<file path="src/design/cpe_pkg.sv">
// shared types, constants and constant tables of the compressed position encoder
package cpe_pkg;

  // field characters
  localparam logic [7:0] CHR_BANG = 8'h21;
  localparam logic [7:0] CHR_TAIL = 8'h47;
  localparam logic [7:0] CHR_OFS  = 8'd33;

  localparam int FRAME_BYTES = 14;
  localparam int CNT_W       = 4;
  localparam logic [CNT_W-1:0] LAST_IDX = CNT_W'(FRAME_BYTES - 1);

  // configuration register indexes
  localparam int CFG_ADDR_W = 3;
  localparam logic [0:0] REG_OVERLAY = 1'b0;
  localparam logic [0:0] REG_SYMBOL  = 1'b1;
  localparam logic [7:0] OVERLAY_RST = 8'd47;
  localparam logic [7:0] SYMBOL_RST  = 8'd62;

  // position limits and offset
  localparam logic signed [30:0] LAT_MAX = 31'sd900000000;
  localparam logic signed [30:0] LAT_MIN = -31'sd900000000;
  localparam logic signed [31:0] LON_MAX = 32'sd1800000000;
  localparam logic signed [31:0] LON_MIN = -32'sd1800000000;
  localparam logic signed [31:0] POS_OFS = 32'sd900000000;

  // course code
  localparam logic [6:0] DIG_BASE = 7'd91;

  // reciprocal multipliers, exact for values below 2^31 (scaling)
  localparam int SC_S26  = 36;
  localparam int SC_S2K  = 43;
  localparam int SC_S15M = 55;
  localparam logic [31:0] SC_M26  = 32'(((64'd1 << SC_S26) + 64'd25) / 64'd26);
  localparam logic [31:0] SC_M2K  = 32'(((64'd1 << SC_S2K) + 64'd2709) / 64'd2710);
  localparam logic [31:0] SC_M15M = 32'(((64'd1 << SC_S15M) + 64'd15384614) / 64'd15384615);

  // reciprocal multipliers, exact for values below 2^27 (base-91 digits)
  localparam int DG_S1 = 34;
  localparam int DG_S2 = 41;
  localparam int DG_S3 = 47;
  localparam logic [31:0] DG_M1 = 32'(((64'd1 << DG_S1) + 64'd90) / 64'd91);
  localparam logic [31:0] DG_M2 = 32'(((64'd1 << DG_S2) + 64'd8280) / 64'd8281);
  localparam logic [31:0] DG_M3 = 32'(((64'd1 << DG_S3) + 64'd753570) / 64'd753571);

  // speed code thresholds, built at elaboration in q40 fixed point
  localparam int SPD_CODES  = 90;
  localparam int SPD_CODE_W = 7;

  function automatic logic [63:0] q40_mul(input logic [63:0] a, input logic [63:0] b);
    logic [127:0] p;
    p = {64'd0, a} * {64'd0, b};
    return p[103:40];
  endfunction

  localparam logic [63:0] Q40_ONE = 64'd1 << 40;
  localparam logic [63:0] EXP_X   = (Q40_ONE * 64'd7696) / 64'd100000;

  localparam logic [63:0] TAY_1  = q40_mul(Q40_ONE, EXP_X) / 64'd1;
  localparam logic [63:0] TAY_2  = q40_mul(TAY_1, EXP_X) / 64'd2;
  localparam logic [63:0] TAY_3  = q40_mul(TAY_2, EXP_X) / 64'd3;
  localparam logic [63:0] TAY_4  = q40_mul(TAY_3, EXP_X) / 64'd4;
  localparam logic [63:0] TAY_5  = q40_mul(TAY_4, EXP_X) / 64'd5;
  localparam logic [63:0] TAY_6  = q40_mul(TAY_5, EXP_X) / 64'd6;
  localparam logic [63:0] TAY_7  = q40_mul(TAY_6, EXP_X) / 64'd7;
  localparam logic [63:0] TAY_8  = q40_mul(TAY_7, EXP_X) / 64'd8;
  localparam logic [63:0] TAY_9  = q40_mul(TAY_8, EXP_X) / 64'd9;
  localparam logic [63:0] TAY_10 = q40_mul(TAY_9, EXP_X) / 64'd10;
  localparam logic [63:0] TAY_11 = q40_mul(TAY_10, EXP_X) / 64'd11;
  localparam logic [63:0] TAY_12 = q40_mul(TAY_11, EXP_X) / 64'd12;
  localparam logic [63:0] TAY_13 = q40_mul(TAY_12, EXP_X) / 64'd13;
  localparam logic [63:0] TAY_14 = q40_mul(TAY_13, EXP_X) / 64'd14;
  localparam logic [63:0] TAY_15 = q40_mul(TAY_14, EXP_X) / 64'd15;
  localparam logic [63:0] TAY_16 = q40_mul(TAY_15, EXP_X) / 64'd16;
  localparam logic [63:0] TAY_17 = q40_mul(TAY_16, EXP_X) / 64'd17;
  localparam logic [63:0] TAY_18 = q40_mul(TAY_17, EXP_X) / 64'd18;
  localparam logic [63:0] TAY_19 = q40_mul(TAY_18, EXP_X) / 64'd19;
  localparam logic [63:0] TAY_20 = q40_mul(TAY_19, EXP_X) / 64'd20;

  localparam logic [63:0] EXP_R = Q40_ONE + TAY_1 + TAY_2 + TAY_3 + TAY_4 + TAY_5
                                + TAY_6 + TAY_7 + TAY_8 + TAY_9 + TAY_10 + TAY_11
                                + TAY_12 + TAY_13 + TAY_14 + TAY_15 + TAY_16
                                + TAY_17 + TAY_18 + TAY_19 + TAY_20;

  typedef logic [SPD_CODES-1:0][15:0] spd_thr_t;

  // entry c holds the smallest speed_q4 that reaches code c+1
  function automatic spd_thr_t spd_thresholds();
    logic [63:0] e;
    spd_thr_t    thr;
    e = Q40_ONE;
    for (int c = 0; c < SPD_CODES; c++) begin
      e = q40_mul(e, EXP_R);
      thr[c] = 16'(((e + 64'h0000_000F_FFFF_FFFF) >> 36) - 64'd16);
    end
    return thr;
  endfunction

  localparam spd_thr_t SPD_THR = spd_thresholds();

  // stage payloads
  typedef struct packed {
    logic [30:0]          lat_pos;
    logic [30:0]          lon_pos;
    logic [7:0]           course_chr;
    logic [SPD_CODES-1:0] speed_therm;
  } front_t;

  typedef struct packed {
    logic [26:0] lat_sc;
    logic [26:0] lon_sc;
    logic [7:0]  course_chr;
    logic [7:0]  speed_chr;
  } scaled_t;

  // element 0 is the most significant digit, sent first
  typedef struct packed {
    logic [7:0]      speed_chr;
    logic [7:0]      course_chr;
    logic [3:0][7:0] lon_chr;
    logic [3:0][7:0] lat_chr;
  } frame_t;

endpackage

</file>
<file path="src/design/cpe_serializer.sv">
// frame shift register: loads fourteen bytes and sends one per transaction
module cpe_serializer import cpe_pkg::*; (
  input  logic       clk,
  input  logic       rst,
  input  logic       in_valid,
  output logic       in_ready,
  input  frame_t     in_data,
  input  logic [7:0] overlay_char,
  input  logic [7:0] symbol_char,
  output logic       out_valid,
  input  logic       out_ready,
  output logic [7:0] out_byte,
  output logic       out_last
);

  logic [FRAME_BYTES*8-1:0] frame;
  logic [CNT_W-1:0]         cnt;
  logic                     busy;
  logic                     xfer;
  logic                     load;

  assign out_valid = busy;
  assign out_byte  = frame[7:0];
  assign out_last  = (cnt == LAST_IDX);
  assign xfer      = busy & out_ready;
  // the next frame loads in the cycle the final byte leaves
  assign in_ready  = ~busy | (xfer & out_last);
  assign load      = in_valid & in_ready;

  always_ff @(posedge clk) begin
    if (rst) begin
      busy <= 1'b0;
      cnt  <= '0;
    end else if (load) begin
      busy <= 1'b1;
      cnt  <= '0;
    end else if (xfer) begin
      cnt <= cnt + 1'b1;
      if (out_last) begin
        busy <= 1'b0;
      end
    end
  end

  always_ff @(posedge clk) begin
    if (load) begin
      frame <= {CHR_TAIL, in_data.speed_chr, in_data.course_chr, symbol_char,
                in_data.lon_chr, in_data.lat_chr, overlay_char, CHR_BANG};
    end else if (xfer) begin
      frame <= frame >> 8;
    end
  end

endmodule

</file>
<file path="config.mk">
export PLATFORM = sky130hd
export DESIGN_NAME = cpe_serializer
export DESIGN_NICKNAME = d
export VERILOG_FILES = /design/src/design/cpe_pkg.sv /design/src/design/cpe_serializer.sv
export SDC_FILE = /design/constraint.sdc
export NUM_CORES = 1
export LEC_CHECK = 0
export BUFFER_PORTS_ARGS = -buffer_cell sky130_fd_sc_hd__buf_2
export CAP_MARGIN = 15
export CELL_PAD_IN_SITES_DETAIL_PLACEMENT = 0
export CELL_PAD_IN_SITES_GLOBAL_PLACEMENT = 1
export CORE_UTILIZATION = 46
export CTS_CLUSTER_SIZE = 8
export DETAILED_ROUTE_END_ITERATION = 10
export GPL_TIMING_DRIVEN = 0
export HOLD_SLACK_MARGIN = 0.15
export PLACE_DENSITY = 0.85
export SYNTH_ARGS = -nofsm -noshare
export SYNTH_HDL_FRONTEND = slang
export SYNTH_SLANG_ARGS = --single-unit
export TNS_END_PERCENT = 5
</file>
<file path="constraint.sdc">
create_clock -name clk -period 21 [get_ports clk]
set_input_delay 0 -clock clk [delete_from_list [all_inputs] [get_ports clk]]
set_output_delay 0 -clock clk [all_outputs]
set_load 0.005 [all_outputs]
</file>
; After elaboration in Yosys (flattened, before gate mapping)
; Index checks and enable logic that the tools add are counted.
; Widths: inputs -> output; s select.
[op_classes]
addsub = 1
multipliers = 0
div = 0
magnitude_cmp = 0
n_eq_ne = 1
shifts = 0
muxes = 5
bitwise = 5
n_reduce_logical = 4
[op_table]
columns = operator, count
row1 = $mux 104, 2
row2 = $add 4x1->4 const B, 1
row3 = $eq 4x4->1 const B, 1
row4 = $reduce_bool 2->1, 2
row5 = $and 1x1->1, 3
row6 = $mux 1, 3
row7 = $reduce_and 2->1, 1
row8 = $reduce_or 2->1, 1
row9 = $not 1->1, 1
row10 = $or 1x1->1, 1
[totals]
regBits = 113
latchBits = 0
ramBits = 0
rom_bits = 0
in_bits = 100
word_cells = 20
n_memories = 0

; Logic depth before layout (Yosys ltp)
[logic_depth]
ltp_word = 6
depth_mapped = 8
mapped_depth_nobuf = 5

; Worst setup path after synthesis
; Ideal clock, no wire load.
[synth_timing]
kind = flip-flop to flip-flop
startpoint = reg busy, in the netlist out_valid
endpoint = reg frame[100], enable pin
setup_ps = 683
t_arrival_ps = 7128
required_ps = 20317
path_slack_ps = 13189
path_stages_with_launch = 2
path_buffers = 0
period_less_slack_ps = 7811
cell_sequence = dfxtp_1 > o21ai_0
[synth_via]
elab_chain_len = 5
word_cells_on_any_way = 6
classes_between = bitwise (5) / reduce/logical (1)
[synth_lines]
columns = item, line
row1 = from (decl), cpe_serializer.sv:18  ; logic busy;
row2 = from (signal assigned), cpe_serializer.sv:32  ; busy <= 1'b0;
row3 = from (signal assigned), cpe_serializer.sv:35  ; busy <= 1'b1;
row4 = from (signal assigned), cpe_serializer.sv:40  ; busy <= 1'b0;
row5 = $and 1x1->1, cpe_serializer.sv:25  ; assign xfer = busy & out_ready;
row6 = $and 1x1->1, cpe_serializer.sv:27  ; assign in_ready = ~busy | (xfer & out_last);
row7 = $or 1x1->1, cpe_serializer.sv:27
row8 = $and 1x1->1, cpe_serializer.sv:28  ; assign load = in_valid & in_ready;
row9 = $reduce_bool 2->1 (no source line) *, -
row10 = to (signal assigned), cpe_serializer.sv:47  ; frame <= {CHR_TAIL, in_data.speed_chr, in_data.course_chr, symbol_char,
row11 = to (signal assigned), cpe_serializer.sv:50  ; frame <= frame >> 8;
row12 = to (decl), cpe_serializer.sv:16  ; logic [FRAME_BYTES*8-1:0] frame;
; Mark *: on every way between the ends. The rest lies on a longest branch, timed or not.
; A chain may end at the register's enable or synchronous reset.

; Final worst setup path
[layout_timing]
startpoint = reg busy, in the netlist out_valid
endpoint = reg frame[61], enable pin
; The elaborated chain is that of the path after synthesis.

==> results.toml <==
[worst_setup_path]
r2r_start = "out_valid"
worst-setup-path-type = "register to register"
worstPathMaxFanout = 26
reg2reg_to = "frame[61]"
cp.arrival_ns = 2.18
end_kind = "register"
crit_path_start_kind = "register"
reg2reg_depth = 5
crit_family = "buffers and inverters"
worst_path_max_delay_cell = "dfxtp_1"
worst_ep_required_time_ns = 21.05
cpPeakStageDelay_ns = 0.53
r2r_setup_slack_ns = 18.87
worst-path-buf-inv = 3
cp_cell_sequence = "nand2_1 -> clkbuf_1 -> o21ai_4 -> buf_12 -> buf_16"

[detailed_routing]
highest_layer = "met4"
wl_met2_um = 5850
drt-met1-wl_um = 5020
wl_um = 11400
initialDrtViolationCount = 150
num_vias = 3861
dr.pass1.iters = 4
post-route-drc-count = 0
wl_met3_um = 406
ant_nets = 0
wire_per_inst_um = 13.7
via_per_inst = 4.65

[die]
core-area_mm2 = 0.0110
die_h_um = 109
io_pins = 111
std_cell_rows = 38
die_area_mm2 = 0.0120
start_util_pct = 48.2
fp.dieW_um = 109

[synth]
syn_area_mm2 = 0.00531
postSynthCellCount = 463
synth_cell_types = 29
synthSimpleGateAreaFrac_pct = 9.28
synth.most_common_cell = "nand2_1"
async_flop_share_pct = 0
synth_nets = 565
synth_seq_cells = 110
synth_mux_area_share_pct = 16.6
synth_compound_area_share_pct = 2.50
avgSynthCellArea_um2 = 11.5
synth_area_leaders = "edfxtp_1, mux2i_1, nand2_1, inv_1, dfxtp_1"
yosysSeqAreaShare_pct = 59.5
yosys.area.top_type = "edfxtp_1"
synth_xor_area_share_pct = 0.330
yosysTopAreaCellShare_pct = 54.3
synth_common_cells = "nand2_1, edfxtp_1, inv_1"
ys_warn_count = 0
synth_edf_count = 96
synth_top_family_by_area = "multiplexers"
synth_ff_type = "edfxtp_1"
synth_fa_ha_area_share_pct = 0.471

[clocking]
cts_resized = 0
cts_tree = "done"
worst_skew_pair.late_latency_ns = 0.34
clock_path_buffers = 2
clkTransAtPathRegs_ns = 0.08
post_cts_buffers = 0
cts-buffers-inserted = 9
cts.sinks = 110
root_buffer = "clkbuf_16"
cts-htree-levels = 3

[flow_run]
maxCapViolations = 0

[global_routing]
grt_max_degree = 28
overflow = 0
grt_pass1_wl_um = 17900
grt_pass1_vias = 3883
grt_usage_pct = 19.7
antenna_found_initial = 0

[sta]
setup_viol = 0
period_share_pct = 10.2
hold_viol_final = 0
slew_viol_final = 0
rsz0062_at_grt = "false"
setup_tns_ns = 0
clock_skew_ns = 0.0101
tightest_slew_ns = 0.897
post-route-min-period_ns = 2.13
max_freq_mhz = 469
slew_headroom_pct = 40.0
final.setup.worst_slack_ns = 18.87

[layout]
layout-drive-gt1-share_pct = 24.3
diodes = 0
nNetsFinal = 788
syn_to_final_growth_pct = 39.6
seqCellArea_mm2 = 0.00316
multiInputGateArea_mm2 = 0.00156
fillerInstances = 820

[power_and_ir_drop]
internal_power_mw = 0.395
clkPwrFrac_pct = 33.7
powerDensity_mw_per_mm2 = 69.3
p_switching_mw = 0.120
power_frac_comb_pct = 14.5
power_mw = 0.514
seqPwrFrac_pct = 51.8
peakVddDrop_uv = 39.8
p_leak_nw = 3.39
swShare_pct = 23.3

[placement]
portBuffers = 110
pre_cts_slack_ns = 18.89
dp_hpwl_um = 7200
place_congestion = 0.767

[outcome]
status = "finished, final reports clean"

[min_path]
hold_start = "in_valid"
worstHoldEndpoint = "cnt[1]"
min_delay_path_depth = 6
hold_path_class = "input port to register"
## placed cells by master (no fill, tap or decap), drive strengths merged
master	netlist	final
a2111oi	1	1
a211oi	1	1
a21bo	4	4
a21o	1	1
a21oi	8	8
and2	5	5
and3	1	1
buf	31	144
clkbuf	1	12
clkinv	0	1
dfxtp	14	14
dlygate4sd3	0	99
edfxtp	96	96
ha	2	2
inv	90	94
mux2i	88	88
nand2	106	106
nand3	2	2
nand3b	2	2
nand4	1	1
nor2	1	1
nor3	2	2
o2111ai	1	1
o21ai	2	2
or3	1	1
xnor2	1	1
xor2	1	1
## cells by family after synthesis
logic type	after synthesis
AOI/OAI and AO/OA	18
buffers and inverters	122
xor gates and xnor gates	2
DFF	110
muxes	88
adders and majority gates	2
and+or+nand+nor	121
## area by class of cell
class                      count  share of cell area (%)
sequential                   110                    42.6
clock buffer                  11                    3.56
tap                          140                    2.36
timing repair buffer         212                    21.7
clock inverter                 5                   0.590
multi-input combinational    231                    21.0
inverter                      90                    4.55
buffer                        32                    3.56
## metal layers
| metal | global-route usage, % | vias up |
|---|---|---|
| met5 | 0 | - |
| met4 | 4.38 | 0 |
| met3 | 3.14 | 6 |
| met2 | 35.8 | 101 |
| met1 | 24.8 | 1813 |
| li1 | - | 1941 |
## power by group through the flow
stage	clock network, mW	logic, mW	registers, mW
floorplan	0	0.0375	0.274
global placement	0	0.0561	0.277
detailed placement	0	0.0604	0.271
CTS	0.177	0.0746	0.267
global route	0.186	0.0818	0.268
finish	0.173	0.0745	0.266
## worst max path at each step
stage / startpoint / to / slack (ns) / depth (start not counted)
6_report: out_valid / frame[61] / 18.87 / 5
5_1_grt: out_valid / frame[60] / 18.69 / 5
4_1_cts: out_valid / frame[60] / 18.86 / 5
3_5_place_dp: out_valid / frame[59] / 18.89 / 5
3_3_place_gp: out_valid / frame[63] / 10.47 / 1
2_1_floorplan: out_valid / frame[100] / 13.19 / 1
## metrics by stage
step	std cells	utilization [%]	hold WS, ns	area, um^2
after global routing	831	67.2	0.458	7420
after CTS	831	67.2	0.428	7420
after global placement	713	54.8	0.243	6040
after detailed placement	716	55.5	0.257	6120
final	831	67.2	0.429	7420
after floorplan	463	-	0.0691	5310
## worst reg2reg max path, stage by stage, from the launching register on
cell and delay (ns):
dfxtp_1 0.53, nand2_1 0.14, clkbuf_1 0.28, o21ai_4 0.41
buf_12 0.29, buf_16 0.19
## sequential cells by signal, indices dropped and copies added (netlist names)
name,count
cnt,4
frame,105
out_valid,1
## repair_timing
action	CTS	global route
endpoints found under the setup margin	0	0
hold buffers	99	0
endpoints found under the hold margin	101	0
No activity file was read; power rests on OpenSTA's default activity.
